## src/hdl/amuce_pkg.sv

```systemverilog
`default_nettype none

package amuce_pkg;

    // Frame constants
    localparam logic [7:0] START_BYTE   = 8'd126;
    localparam logic [7:0] VERSION_BYTE = 8'd255;
    localparam logic [7:0] LENGTH_BYTE  = 8'd6;
    localparam logic [7:0] END_BYTE     = 8'd239;

    localparam int FRAME_LEN = 10;
    localparam int BYTE_IDX_W = $clog2(FRAME_LEN);

    // Volume ceiling
    localparam logic [4:0] VOLUME_MAX = 5'd30;

    // Register reset values
    localparam logic [15:0] REQ_GAP_RST  = 16'd100;
    localparam logic [15:0] RESP_GAP_RST = 16'd50;
    localparam logic [7:0]  CODE_RESET_RST    = 8'd12;
    localparam logic [7:0]  CODE_VOLUME_RST   = 8'd6;
    localparam logic [7:0]  CODE_STOP_RST     = 8'd22;
    localparam logic [7:0]  CODE_PLAY_RST     = 8'd3;
    localparam logic [7:0]  CODE_STATUS_RST   = 8'd66;
    localparam logic [7:0]  CODE_FEEDBACK_RST = 8'd66;

    localparam logic [15:0] CNT_MAX = 16'hFFFF;
    localparam logic [15:0] PARAM_PLAYING = 16'd1;

    // Pending request flag positions
    localparam int PF_RESET  = 0;
    localparam int PF_VOLUME = 1;
    localparam int PF_STOP   = 2;
    localparam int PF_PLAY   = 3;
    localparam int PF_STATUS = 4;
    localparam int PF_W      = 5;

    // Queue between front and back
    localparam int QUEUE_DEPTH = 2;
    localparam int QPTR_W      = $clog2(QUEUE_DEPTH);
    localparam int QCNT_W      = $clog2(QUEUE_DEPTH + 1);

    localparam int CFG_DATA_W = 16;
    localparam int CFG_IDX_W  = 3;

    typedef enum logic [CFG_IDX_W-1:0] {
        CFG_REQ_GAP   = 3'd0,
        CFG_RESP_GAP  = 3'd1,
        CFG_CODE_RST  = 3'd2,
        CFG_CODE_VOL  = 3'd3,
        CFG_CODE_STOP = 3'd4,
        CFG_CODE_PLAY = 3'd5,
        CFG_CODE_STAT = 3'd6,
        CFG_CODE_FB   = 3'd7
    } cfg_reg_t;

    typedef enum logic [2:0] {
        CMD_TICK   = 3'd0,
        CMD_RX     = 3'd1,
        CMD_RESET  = 3'd2,
        CMD_VOLUME = 3'd3,
        CMD_PLAY   = 3'd4,
        CMD_STOP   = 3'd5
    } command_t;

    typedef enum logic [3:0] {
        PS_START    = 4'd0,
        PS_VERSION  = 4'd1,
        PS_LENGTH   = 4'd2,
        PS_CMD      = 4'd3,
        PS_ACK      = 4'd4,
        PS_PARAM_HI = 4'd5,
        PS_PARAM_LO = 4'd6,
        PS_CS_HI    = 4'd7,
        PS_CS_LO    = 4'd8,
        PS_END      = 4'd9
    } parse_state_t;

    // One unit of back-end work: a whole frame or a status report
    typedef struct packed {
        logic        is_status;
        logic        playing;
        logic [7:0]  cmd;
        logic [15:0] param;
        logic [15:0] csum;
    } job_t;

    // Two's complement of VERSION + LENGTH + cmd + ack + param, 16 bits
    function automatic logic [15:0] frame_csum(input logic [7:0] cmd,
                                               input logic [7:0] ack,
                                               input logic [15:0] param);
        logic [15:0] sum;
        sum = {8'd0, VERSION_BYTE} + {8'd0, LENGTH_BYTE} + {8'd0, cmd}
            + {8'd0, ack} + param;
        return 16'd0 - sum;
    endfunction

endpackage

`default_nettype wire

```

## src/hdl/amuce_fifo.sv

```systemverilog
`default_nettype none

module amuce_fifo (
    input  wire logic             aclk,
    input  wire logic             aresetn,
    input  wire logic             push,
    input  wire amuce_pkg::job_t  push_job,
    input  wire logic             pop,
    output amuce_pkg::job_t       head_job,
    output logic                  empty,
    output logic                  full
);
    import amuce_pkg::*;

    job_t              mem_reg [QUEUE_DEPTH];
    logic [QPTR_W-1:0] wr_ptr_reg;
    logic [QPTR_W-1:0] rd_ptr_reg;
    logic [QCNT_W-1:0] count_reg;

    assign empty    = (count_reg == '0);
    assign full     = (count_reg == QCNT_W'(QUEUE_DEPTH));
    assign head_job = mem_reg[rd_ptr_reg];

    // Entry storage
    always_ff @(posedge aclk) begin
        if (push) begin
            mem_reg[wr_ptr_reg] <= push_job;
        end
    end

    // Pointers and fill count
    always_ff @(posedge aclk) begin
        if (!aresetn) begin
            wr_ptr_reg <= '0;
            rd_ptr_reg <= '0;
            count_reg  <= '0;
        end else begin
            if (push) begin
                wr_ptr_reg <= (wr_ptr_reg == QPTR_W'(QUEUE_DEPTH - 1)) ? '0
                            : wr_ptr_reg + 1'b1;
            end
            if (pop) begin
                rd_ptr_reg <= (rd_ptr_reg == QPTR_W'(QUEUE_DEPTH - 1)) ? '0
                            : rd_ptr_reg + 1'b1;
            end
            if (push && !pop) begin
                count_reg <= count_reg + 1'b1;
            end else if (pop && !push) begin
                count_reg <= count_reg - 1'b1;
            end
        end
    end

endmodule

`default_nettype wire

```

## src/hdl/amuce_front.sv

```systemverilog
`default_nettype none

module amuce_front (
    input  wire logic                            aclk,
    input  wire logic                            aresetn,
    input  wire logic                            cfg_wr_en,
    input  wire logic [amuce_pkg::CFG_IDX_W-1:0] cfg_index,
    input  wire logic [amuce_pkg::CFG_DATA_W-1:0] cfg_wdata,
    input  wire logic                            s_valid,
    output logic                                 s_ready,
    input  wire logic [2:0]                      s_command,
    input  wire logic [15:0]                     s_value,
    input  wire logic                            q_full,
    output logic                                 push,
    output amuce_pkg::job_t                      push_job
);
    import amuce_pkg::*;

    // Configuration registers
    logic [15:0] req_gap_reg, resp_gap_reg;
    logic [7:0]  code_reset_reg, code_volume_reg, code_stop_reg;
    logic [7:0]  code_play_reg, code_status_reg, code_feedback_reg;

    // Engine state
    logic [PF_W-1:0] pending_reg, pending_next;
    logic            init_reg, init_next;
    logic [4:0]      volume_reg, volume_next;
    logic [15:0]     track_reg, track_next;
    logic [15:0]     since_req_reg, since_req_next;
    logic [15:0]     since_resp_reg, since_resp_next;
    parse_state_t    pstate_reg, pstate_next;
    logic [7:0]      rx_cmd_reg, rx_cmd_next;
    logic [7:0]      rx_ack_reg, rx_ack_next;
    logic [15:0]     rx_param_reg, rx_param_next;
    logic [15:0]     rx_cs_reg, rx_cs_next;
    logic            playing_reg, playing_next;

    logic        accept;
    logic [15:0] req_inc, resp_inc;
    logic        gaps_ok;
    logic [7:0]  rx_byte;
    logic [15:0] cs_full;
    logic [7:0]  job_cmd;
    logic [15:0] job_param;

    assign s_ready = !q_full;
    assign accept  = s_valid && s_ready;
    assign rx_byte = s_value[7:0];

    // Saturating gap counters and gap test for ticks
    assign req_inc  = (since_req_reg  == CNT_MAX) ? since_req_reg  : since_req_reg  + 16'd1;
    assign resp_inc = (since_resp_reg == CNT_MAX) ? since_resp_reg : since_resp_reg + 16'd1;
    assign gaps_ok  = (req_inc > req_gap_reg) && (resp_inc > resp_gap_reg);
    assign cs_full  = {rx_cs_reg[15:8], rx_byte};

    // Configuration writes
    always_ff @(posedge aclk) begin
        if (!aresetn) begin
            req_gap_reg       <= REQ_GAP_RST;
            resp_gap_reg      <= RESP_GAP_RST;
            code_reset_reg    <= CODE_RESET_RST;
            code_volume_reg   <= CODE_VOLUME_RST;
            code_stop_reg     <= CODE_STOP_RST;
            code_play_reg     <= CODE_PLAY_RST;
            code_status_reg   <= CODE_STATUS_RST;
            code_feedback_reg <= CODE_FEEDBACK_RST;
        end else if (cfg_wr_en) begin
            case (cfg_reg_t'(cfg_index))
                CFG_REQ_GAP:   req_gap_reg       <= cfg_wdata;
                CFG_RESP_GAP:  resp_gap_reg      <= cfg_wdata;
                CFG_CODE_RST:  code_reset_reg    <= cfg_wdata[7:0];
                CFG_CODE_VOL:  code_volume_reg   <= cfg_wdata[7:0];
                CFG_CODE_STOP: code_stop_reg     <= cfg_wdata[7:0];
                CFG_CODE_PLAY: code_play_reg     <= cfg_wdata[7:0];
                CFG_CODE_STAT: code_status_reg   <= cfg_wdata[7:0];
                CFG_CODE_FB:   code_feedback_reg <= cfg_wdata[7:0];
                default: ;
            endcase
        end
    end

    // Event decode: state update and job classification
    always_comb begin
        pending_next    = pending_reg;
        init_next       = init_reg;
        volume_next     = volume_reg;
        track_next      = track_reg;
        since_req_next  = since_req_reg;
        since_resp_next = since_resp_reg;
        pstate_next     = pstate_reg;
        rx_cmd_next     = rx_cmd_reg;
        rx_ack_next     = rx_ack_reg;
        rx_param_next   = rx_param_reg;
        rx_cs_next      = rx_cs_reg;
        playing_next    = playing_reg;
        push            = 1'b0;
        job_cmd         = code_status_reg;
        job_param       = 16'd0;
        push_job.is_status = 1'b0;
        push_job.playing   = 1'b0;

        if (accept) begin
            case (s_command)
                CMD_TICK: begin
                    since_req_next  = req_inc;
                    since_resp_next = resp_inc;
                    if (gaps_ok) begin
                        push = 1'b1;
                        if (pending_reg[PF_RESET]) begin
                            pending_next[PF_RESET] = 1'b0;
                            job_cmd = code_reset_reg;
                        end else if (init_reg && pending_reg[PF_VOLUME]) begin
                            pending_next[PF_VOLUME] = 1'b0;
                            job_cmd   = code_volume_reg;
                            job_param = {11'd0, volume_reg};
                        end else if (init_reg && pending_reg[PF_STOP]) begin
                            pending_next[PF_STOP] = 1'b0;
                            job_cmd = code_stop_reg;
                        end else if (init_reg && pending_reg[PF_PLAY]) begin
                            pending_next[PF_PLAY] = 1'b0;
                            job_cmd   = code_play_reg;
                            job_param = track_reg;
                        end else if (pending_reg[PF_STATUS]) begin
                            pending_next[PF_STATUS] = 1'b0;
                            job_cmd = code_status_reg;
                        end else begin
                            push = 1'b0;
                        end
                        if (push) begin
                            since_req_next = 16'd0;
                        end
                    end
                end
                CMD_RX: begin
                    case (pstate_reg)
                        PS_START:    pstate_next = (rx_byte == START_BYTE) ? PS_VERSION
                                                                          : PS_START;
                        PS_VERSION:  pstate_next = (rx_byte == VERSION_BYTE) ? PS_LENGTH
                                                                            : PS_START;
                        PS_LENGTH:   pstate_next = (rx_byte == LENGTH_BYTE) ? PS_CMD
                                                                           : PS_START;
                        PS_CMD: begin
                            rx_cmd_next = rx_byte;
                            pstate_next = PS_ACK;
                        end
                        PS_ACK: begin
                            rx_ack_next = rx_byte;
                            pstate_next = PS_PARAM_HI;
                        end
                        PS_PARAM_HI: begin
                            rx_param_next = {rx_byte, rx_param_reg[7:0]};
                            pstate_next   = PS_PARAM_LO;
                        end
                        PS_PARAM_LO: begin
                            rx_param_next = {rx_param_reg[15:8], rx_byte};
                            pstate_next   = PS_CS_HI;
                        end
                        PS_CS_HI: begin
                            rx_cs_next  = {rx_byte, rx_cs_reg[7:0]};
                            pstate_next = PS_CS_LO;
                        end
                        PS_CS_LO: begin
                            rx_cs_next  = cs_full;
                            pstate_next = (cs_full == frame_csum(rx_cmd_reg, rx_ack_reg,
                                                                 rx_param_reg))
                                        ? PS_END : PS_START;
                        end
                        PS_END: begin
                            pstate_next = PS_START;
                            if (rx_byte == END_BYTE) begin
                                init_next       = 1'b1;
                                since_resp_next = 16'd0;
                                if (rx_cmd_reg == code_feedback_reg) begin
                                    playing_next = (rx_param_reg == PARAM_PLAYING);
                                    if (rx_param_reg == PARAM_PLAYING) begin
                                        pending_next[PF_STATUS] = 1'b1;
                                    end
                                    push = 1'b1;
                                    push_job.is_status = 1'b1;
                                    push_job.playing   = (rx_param_reg == PARAM_PLAYING);
                                end
                            end
                        end
                        default: pstate_next = PS_START;
                    endcase
                end
                CMD_RESET: pending_next[PF_RESET] = 1'b1;
                CMD_VOLUME: begin
                    volume_next = (s_value <= {11'd0, VOLUME_MAX}) ? s_value[4:0]
                                                                   : VOLUME_MAX;
                    pending_next[PF_VOLUME] = 1'b1;
                end
                CMD_PLAY: begin
                    track_next = s_value;
                    pending_next[PF_PLAY] = 1'b1;
                end
                CMD_STOP: begin
                    pending_next[PF_PLAY] = 1'b0;
                    pending_next[PF_STOP] = 1'b1;
                end
                default: ;
            endcase
        end

        push_job.cmd   = job_cmd;
        push_job.param = job_param;
        push_job.csum  = frame_csum(job_cmd, 8'd0, job_param);
    end

    // State registers
    always_ff @(posedge aclk) begin
        if (!aresetn) begin
            pending_reg    <= PF_W'((1 << PF_RESET) | (1 << PF_STATUS));
            init_reg       <= 1'b0;
            volume_reg     <= VOLUME_MAX;
            track_reg      <= 16'd0;
            since_req_reg  <= 16'd0;
            since_resp_reg <= 16'd0;
            pstate_reg     <= PS_START;
            rx_cmd_reg     <= 8'd0;
            rx_ack_reg     <= 8'd0;
            rx_param_reg   <= 16'd0;
            rx_cs_reg      <= 16'd0;
            playing_reg    <= 1'b0;
        end else begin
            pending_reg    <= pending_next;
            init_reg       <= init_next;
            volume_reg     <= volume_next;
            track_reg      <= track_next;
            since_req_reg  <= since_req_next;
            since_resp_reg <= since_resp_next;
            pstate_reg     <= pstate_next;
            rx_cmd_reg     <= rx_cmd_next;
            rx_ack_reg     <= rx_ack_next;
            rx_param_reg   <= rx_param_next;
            rx_cs_reg      <= rx_cs_next;
            playing_reg    <= playing_next;
        end
    end

endmodule

`default_nettype wire

```

## src/hdl/amuce_back.sv

```systemverilog
`default_nettype none

module amuce_back (
    input  wire logic            aclk,
    input  wire logic            aresetn,
    input  wire amuce_pkg::job_t head_job,
    input  wire logic            q_empty,
    output logic                 pop,
    output logic                 m_valid,
    input  wire logic            m_ready,
    output logic                 m_kind,
    output logic [7:0]           m_tx_byte,
    output logic                 m_playing,
    output logic                 m_last
);
    import amuce_pkg::*;

    logic [BYTE_IDX_W-1:0] idx_reg;
    logic                  m_valid_reg;
    logic                  kind_reg, playing_reg, last_reg;
    logic [7:0]            tx_reg;

    logic                  load;
    logic                  is_last;
    logic [7:0]            frame_byte;

    assign load    = !q_empty && (!m_valid_reg || m_ready);
    assign is_last = head_job.is_status || (idx_reg == BYTE_IDX_W'(FRAME_LEN - 1));
    assign pop     = load && is_last;

    // Frame byte for the current position
    always_comb begin
        case (idx_reg)
            4'd0:    frame_byte = START_BYTE;
            4'd1:    frame_byte = VERSION_BYTE;
            4'd2:    frame_byte = LENGTH_BYTE;
            4'd3:    frame_byte = head_job.cmd;
            4'd4:    frame_byte = 8'd0;
            4'd5:    frame_byte = head_job.param[15:8];
            4'd6:    frame_byte = head_job.param[7:0];
            4'd7:    frame_byte = head_job.csum[15:8];
            4'd8:    frame_byte = head_job.csum[7:0];
            default: frame_byte = END_BYTE;
        endcase
    end

    // Byte sequencer and output register
    always_ff @(posedge aclk) begin
        if (!aresetn) begin
            idx_reg     <= '0;
            m_valid_reg <= 1'b0;
        end else begin
            if (load) begin
                m_valid_reg <= 1'b1;
                idx_reg     <= is_last ? '0 : idx_reg + 1'b1;
            end else if (m_ready) begin
                m_valid_reg <= 1'b0;
            end
        end
    end

    always_ff @(posedge aclk) begin
        if (load) begin
            kind_reg    <= head_job.is_status;
            tx_reg      <= head_job.is_status ? 8'd0 : frame_byte;
            playing_reg <= head_job.is_status && head_job.playing;
            last_reg    <= is_last;
        end
    end

    assign m_valid   = m_valid_reg;
    assign m_kind    = kind_reg;
    assign m_tx_byte = tx_reg;
    assign m_playing = playing_reg;
    assign m_last    = last_reg;

endmodule

`default_nettype wire

```

## src/hdl/audio_module_uart_command_engine.sv

```systemverilog
// Command engine for a serial MP3 audio module. Input requests carry a tick, a received
// UART byte, or a reset/volume/play/stop request; results are transmit bytes (kind 0) or
// playing status reports (kind 1), with last marking the final result of a request. A
// front end takes one request per cycle while its two-entry job queue has room, updating
// pending flags, gap counters and the receive deframer in that cycle. A back end byte
// sequencer drains the queue at one result per cycle while m_ready accepts, through a
// registered output stage; a tick that sends a frame yields ten transmit bytes and a
// status report one result. Registers are written through cfg_wr_en/cfg_index/cfg_wdata;
// the user must write them only while the engine is idle; the block does not enforce it.
`default_nettype none

module audio_module_uart_command_engine (
    input  wire logic                             aclk,
    input  wire logic                             aresetn,
    input  wire logic                             cfg_wr_en,
    input  wire logic [amuce_pkg::CFG_IDX_W-1:0]  cfg_index,
    input  wire logic [amuce_pkg::CFG_DATA_W-1:0] cfg_wdata,
    input  wire logic                             s_valid,
    output logic                                  s_ready,
    input  wire logic [2:0]                       s_command,
    input  wire logic [15:0]                      s_value,
    output logic                                  m_valid,
    input  wire logic                             m_ready,
    output logic                                  m_kind,
    output logic [7:0]                            m_tx_byte,
    output logic                                  m_playing,
    output logic                                  m_last
);
    import amuce_pkg::*;

    logic q_full, q_empty, push, pop;
    job_t push_job, head_job;

    amuce_front u_front (
        .aclk      (aclk),
        .aresetn   (aresetn),
        .cfg_wr_en (cfg_wr_en),
        .cfg_index (cfg_index),
        .cfg_wdata (cfg_wdata),
        .s_valid   (s_valid),
        .s_ready   (s_ready),
        .s_command (s_command),
        .s_value   (s_value),
        .q_full    (q_full),
        .push      (push),
        .push_job  (push_job)
    );

    amuce_fifo u_fifo (
        .aclk     (aclk),
        .aresetn  (aresetn),
        .push     (push),
        .push_job (push_job),
        .pop      (pop),
        .head_job (head_job),
        .empty    (q_empty),
        .full     (q_full)
    );

    amuce_back u_back (
        .aclk      (aclk),
        .aresetn   (aresetn),
        .head_job  (head_job),
        .q_empty   (q_empty),
        .pop       (pop),
        .m_valid   (m_valid),
        .m_ready   (m_ready),
        .m_kind    (m_kind),
        .m_tx_byte (m_tx_byte),
        .m_playing (m_playing),
        .m_last    (m_last)
    );

endmodule

`default_nettype wire

```

## config.mk

```make
export PLATFORM = sky130hd
export DESIGN_NAME = audio_module_uart_command_engine
export DESIGN_NICKNAME = d
export VERILOG_FILES = /design/src/hdl/amuce_pkg.sv /design/src/hdl/amuce_fifo.sv /design/src/hdl/amuce_front.sv /design/src/hdl/amuce_back.sv /design/src/hdl/audio_module_uart_command_engine.sv
export SDC_FILE = /design/constraint.sdc
export NUM_CORES = 1
export LEC_CHECK = 0
export BUFFER_PORTS_ARGS = -buffer_cell sky130_fd_sc_hd__clkbuf_2
export CAP_MARGIN = 20
export CORE_UTILIZATION = 30
export DETAILED_ROUTE_END_ITERATION = 8
export GPL_ROUTABILITY_DRIVEN = 0
export GPL_TIMING_DRIVEN = 0
export PLACE_DENSITY = 0.58
export SLEW_MARGIN = 20
export SYNTH_ARGS = -nofsm -noshare
export SYNTH_HDL_FRONTEND = slang
export SYNTH_HIERARCHICAL = 1
export SYNTH_SLANG_ARGS = --single-unit
```

## constraint.sdc

```tcl
create_clock -name aclk -period 6.36 [get_ports aclk]
set_clock_uncertainty 0.2 [all_clocks]
set_input_delay 0 -clock aclk [delete_from_list [all_inputs] [get_ports aclk]]
set_output_delay 0 -clock aclk [all_outputs]
set_load 0.02 [all_outputs]
```

After elaboration in Yosys (flattened, before gate mapping)

Memory sizes are Yosys's and may differ from the RTL's. A register that Yosys moved wholly into a read port is not among the register bits.
Index checks and enable logic that the tools add are counted.

Register bits: 203
RAM bits: 84
Output and inout port bits: 13
Word-level logic and storage cells: 236
Memories: 1

Memories:

| name           | words | width | read ports | clocked after Yosys merged registers in | wr ports | RTL line         | source |
|---|---|---|---|---|---|---|---|
| u_fifo.mem_reg | 2     | 42    | 1          | 1                                       | 1        | amuce_fifo.sv:15 | `job_t mem_reg [QUEUE_DEPTH];` |

Add/subtract/negate cells: 14
$lt $le $gt $ge: 3
Eq/ne operators: 52
Mux-type cells: 77
Bitwise logic cells: 3
Reductions and logical operators: 53

Operators with widths:

| kind                                                             | number |
|---|---|
| two-way mux 16 bit                                               | 13 |
| one-hot mux 16 bit (2 select lines)                              | 3 |
| one-hot mux 8 bit (9 select lines)                               | 1 |
| two-way mux 8 bit                                                | 7 |
| one-hot mux 4 bit (9 select lines)                               | 1 |
| adder 16 x 1 -> 16 bit (second input constant)                   | 2 |
| adder 16 bit                                                     | 2 |
| == test 16 bit (second input constant)                           | 2 |
| == test 4 x 3 -> 1 bit (second input constant)                   | 8 |
| > comparator 16 bit                                              | 2 |
| subtractor 1 x 16 -> 16 bit (first input constant)               | 2 |
| two-way mux 1 bit                                                | 30 |
| AND reduction 2 bit                                              | 12 |
| adder 9 x 8 -> 10 bit (first input constant)                     | 2 |
| two-way mux 2 bit                                                | 10 |
| AND reduction 4 bit                                              | 5 |
| == test 3 bit (second input constant)                            | 6 |
| adder 16 x 8 -> 16 bit                                           | 1 |
| == test 16 x 1 -> 1 bit (second input constant)                  | 1 |
| == test 16 bit                                                   | 1 |
| == test 4 x 2 -> 1 bit (second input constant)                   | 4 |
| == test 4 bit (second input constant)                            | 4 |
| == test 8 bit (second input constant)                            | 2 |
| less-or-equal comparator 16 x 5 -> 1 bit (second input constant) | 1 |
| other kinds (32)                                                 | 80 |

Logic depth before layout (Yosys ltp)

Depth in word-level cells: 15
Depth in mapped cells: 28
Mapped depth without buffers: 26

Cells and area by module

Netlist, hierarchy kept.

By module, submodules not included:

| module      | times used | cells an instance | area each (um^2) |
|---|---|---|---|
| amuce_front | 1          | 1,381             | 10,911.7 |
| amuce_fifo  | 1          | 153               | 3,244.4 |
| amuce_back  | 1          | 118               | 1,119.8 |

Worst setup path before layout

No wires, ideal clock.

Path type: register -> register
Start: register u_front.since_resp_reg[3]
End: memory u_fifo/mem_reg[0][0] (netlist name), enable pin
Data arrival time: 5.916 ns
Required time: 5.712 ns
Path slack: -0.203 ns
Stages on the path, launching flop included: 15
Cell sequence: dfxtp_1 > clkbuf_1 > and4_1 > nand4_1 > nor3_2 > mux2_2 > ha_1 > nor2b_1 > o211ai_1 > a2111o_1 > a31oi_1 > nand3_1 > or2_2 > a2111oi_0 > nor2b_1

Word-level cells in the longest chain between the ends: 9
Elaborated cells on any way between the ends: 10

RTL lines:

| what                                                     | RTL line                               | source |
|---|---|---|
| start: declaration                                       | amuce_front.sv:30                      | `logic [15:0] since_resp_reg, since_resp_next;` |
| start signal: assignment                                 | amuce_front.sv:231                     | `since_resp_reg <= since_resp_next;` |
| adder 16 x 1 -> 16 bit or == test 16 bit (tied branches) | amuce_front.sv:52                      | `assign resp_inc = (since_resp_reg == CNT_MAX) ? since_resp_reg : since_resp_reg + 16'd1;` |
| two-way mux 16 bit *                                     | amuce_front.sv:52                      |  |
| > comparator 16 bit *                                    | amuce_front.sv:53                      | `assign gaps_ok = (req_inc > req_gap_reg) && (resp_inc > resp_gap_reg);` |
| logical AND 1 bit *                                      | amuce_front.sv:53                      |  |
| two-way mux 1 bit *                                      | amuce_front.sv:107                     | `if (gaps_ok) begin` |
| one-hot mux 1 bit (2 select lines) *                     | amuce_front.sv:103                     | `case (s_command)` |
| two-way mux 1 bit *                                      | amuce_front.sv:102                     | `if (accept) begin` |
| via push                                                 | audio_module_uart_command_engine.sv:31 | `logic q_full, q_empty, push, pop;` |
| two-way mux 1 bit *                                      | amuce_fifo.sv:26                       | `if (push) begin` |
| two-way mux 1 bit (implied by the code) *                | amuce_fifo.sv:27                       | `mem_reg[wr_ptr_reg] <= push_job;` |
| end: declaration                                         | amuce_fifo.sv:15                       |  |

The timed path passes the listed nets; every way through them passes the cells marked *.

==> results.toml <==
[global_route]
antenna_found_initial = 0
grt_overflow = 0
gr-usage-all-layers = 0.164
grt_pass1_vias = 12200
grt_max_degree = 28
grt_pass1_wl_um = 66800

[setup_path]
reg2reg_depth = 26
worstPathRequired_ps = 6410
regToRegSetupSlack_ps = 160
timing.rr.start = "u_front/since_resp_reg[4]$_SDFFE_PN0P_"
crit_path_end_kind = "register"
worstSetupStartpoint = "u_front/since_resp_reg[4]$_SDFFE_PN0P_"
cp-start-kind = "register"
crit_type = "register to register"
cp.arrival_ps = 6250
crit_fanout = 9
crit_path_max_incr_delay_ps = 520
timing.rr.end = "u_fifo/mem_reg[0][11]$_DFFE_PP_"
crit_path_end = "u_fifo/mem_reg[0][11]$_DFFE_PP_"
cp_slowest_cell = "nor2_1"

[detailed_routing]
dr.max_layer_used = "met4"
drtIter0Drc = 837
wirelength_um = 42800
dr.pass1.iters = 5
wl_met1_um = 19200
wl_per_cell_um = 17.2
viasPerCell = 5.04
drtAntennaViolNets = 0
drc = 0
via_count = 12500
wl_met3_um = 1850
met2_length_um = 20700

[timing]
worstMarginPinSlew_ps = 1050
fmax_mhz = 161
finalWorstSetupSlack_ps = 164
whs_ps = 91.3
rsz0062_at_grt = "false"
layout_min_cycle_time_ps = 6200
fin_crit_sh = 0.974
slew_viol_final = 0
setup_viol = 0
slew_headroom = 0.291
hold_viol = 0

[place]
dpl.hpwl_um = 31100
place_ws_ps = -1110
placed_area_um2 = 16400
io_buffer_count = 39
placedCellCount = 2366

[power]
powerDensity_nw_per_um2 = 219
power.total_mw = 3.98
power.leakage_nw = 6.62
vdd_ir_drop_max_mv = 0.149

[yosys]
synth_flop_cell = "dfxtp_1"
synth_top_area_share = 0.253
synth_seq_cells = 288
yosysUniqueCellTypes = 80
yosys-top-cells-count = "nand2_1, dfxtp_1, inv_1, edfxtp_1, nor2_1"
synth_edf_count = 95
yosys.area.top_type = "dfxtp_1"
synth_nets = 1777
ys_seq_area_frac = 0.440
netlist_instances = 1652
syn_area_um2 = 15300
async_flop_share = 0
ys_warn_count = 6
synth.most_common_cell = "nand2_1"
avgSynthCellArea_um2 = 9.25
ys_top_cells_by_area = "dfxtp_1, edfxtp_1, nand2_1"

[run_status]
status = "completed"

[cells_and_area]
syn_to_final_growth_pct = 18.8
diodes = 0
final_cells = 2485
seq_area_um2 = 6720
fin_nets = 1914
largest_reg_flops = 84
n_fill_cell = 5054
multiInputGateArea_um2 = 7920
fin_area_um2 = 18100
drive_above_1_share = 0.122

[floorplanning]
fp.dieW_um = 228
rows = 82
ios = 56
die_area_um2 = 51800
dieHeight_um = 228
core-area_um2 = 50200
start_util = 0.304

[job]
max_cap_viol_count = 0

[clock_tree]
clk-insertion-delay-late_ps = 520
cts_buffers = 34
h-tree-depth = 2
cts_buffer_depth = 3
path_clk_slew_ps = 60
cts_tree = "yes"
clock_sinks = 288
clockRootBuffer = "clkbuf_16"

[min_path]
min_path_type = "input port to register"
-- stage by stage --
stage	utilization	setup TNS [ps]
2_1_floorplan	-	0
3_3_place_gp	0.325	-157100
3_5_place_dp	0.326	-19700
4_1_cts	0.360	0
5_1_grt	0.362	0
6_report	0.362	0
-- report_power, final --
part	internal (mW)	leakage [nW]	switching, mW
combinational	0.0737	3.67	0.122
clock	1.09	0.535	0.771
sequential	1.91	2.42	0.0108
total	3.07	6.62	0.904
-- worst min path at each step --
| stage | from | end | slack, ps | depth (start not counted) |
|---|---|---|---|---|
| 4_1_cts | cfg_wdata[15] | u_front/req_gap_reg[15]$_SDFFE_PN0P_ | 80 | 4 |
| 3_5_place_dp | s_value[10] | u_front/track_reg[10]$_SDFFE_PN0P_ | 60 | 3 |
| 3_3_place_gp | s_value[10] | u_front/track_reg[10]$_SDFFE_PN0P_ | 50 | 3 |
| 6_report | cfg_wdata[15] | u_front/req_gap_reg[15]$_SDFFE_PN0P_ | 90 | 4 |
| 2_1_floorplan | aresetn | u_fifo/wr_ptr_reg$_SDFFE_PN0P_ | -80 | 1 |
| 5_1_grt | cfg_wdata[15] | u_front/req_gap_reg[15]$_SDFFE_PN0P_ | 110 | 4 |
-- area by class of cell --
cell class / instances / area share
clock buffers: 41 / 0.0517
plain buffers: 85 / 0.0219
inverters: 99 / 0.0205
clock inverters: 19 / 0.00710
well taps: 672 / 0.0463
flip-flops and latches: 288 / 0.370
multi-input cells: 1179 / 0.437
repair buffers: 102 / 0.0454
-- worst max-delay path: cells and delay by family, from the launching register on --
kind | cells | cell delay, ps
buffers and inverters | 4 | 600
and+or+nand+nor | 11 | 2080
xor gates and xnor gates | 2 | 360
DFF | 1 | 370
adders and majority gates | 4 | 1090
AOI/OAI and AO/OA | 5 | 1220
-- kinds of logic (layout without fill, tap and decap cells) --
logic type                 count (synthesis)  count (layout)  synth area share
muxes                                     92              92            0.0641
adders and majority gates                 82              82            0.0721
AOI/OAI and AO/OA                        330             330             0.148
buffers and inverters                    185             346            0.0496
DFF                                      288             288             0.440
xor gates and xnor gates                  62              62            0.0355
and+or+nand+nor                          613             613             0.191
-- layer usage --
metal | GRT usage | vias to the layer above
met5 | 0 | -
met1 | 0.214 | 6023
met4 | 0.0511 | 0
li1 | - | 6113
met3 | 0.0234 | 65
met2 | 0.280 | 322
-- placed cells by master (no fill, tap or decap), types with 10 or more instances in the layout --
| master | n |
|---|---|
| a21boi_0 | 81 |
| a21oi_1 | 63 |
| a221oi_1 | 10 |
| a22o_1 | 13 |
| a31oi_1 | 12 |
| a32oi_1 | 12 |
| and2_1 | 17 |
| buf_2 | 10 |
| buf_4 | 13 |
| clkbuf_1 | 58 |
| clkbuf_16 | 35 |
| clkbuf_2 | 44 |
| clkinv_2 | 10 |
| dfxtp_1 | 190 |
| dlygate4sd3_1 | 52 |
| edfxtp_1 | 95 |
| ha_1 | 72 |
| inv_1 | 96 |
| mux2_2 | 46 |
| mux2i_1 | 45 |
| nand2_1 | 269 |
| nand2b_1 | 15 |
| nand3_1 | 71 |
| nand4_1 | 17 |
| nor2_1 | 91 |
| nor2b_1 | 27 |
| nor3_1 | 19 |
| nor4_1 | 13 |
| o211ai_1 | 13 |
| o21ai_0 | 29 |
| o21ai_1 | 14 |
| o22ai_1 | 13 |
| xnor2_1 | 29 |
| xor2_1 | 33 |
-- repair_timing --
item	CTS	global route
endpoints found under the hold margin	167	0
gates resized for setup	27	17
hold buffers	52	0
endpoints found under the setup margin	26	16
pin swaps	6	3
buffers inserted	6	2
cloned	0	0
(Power assumes the default switching activity.)
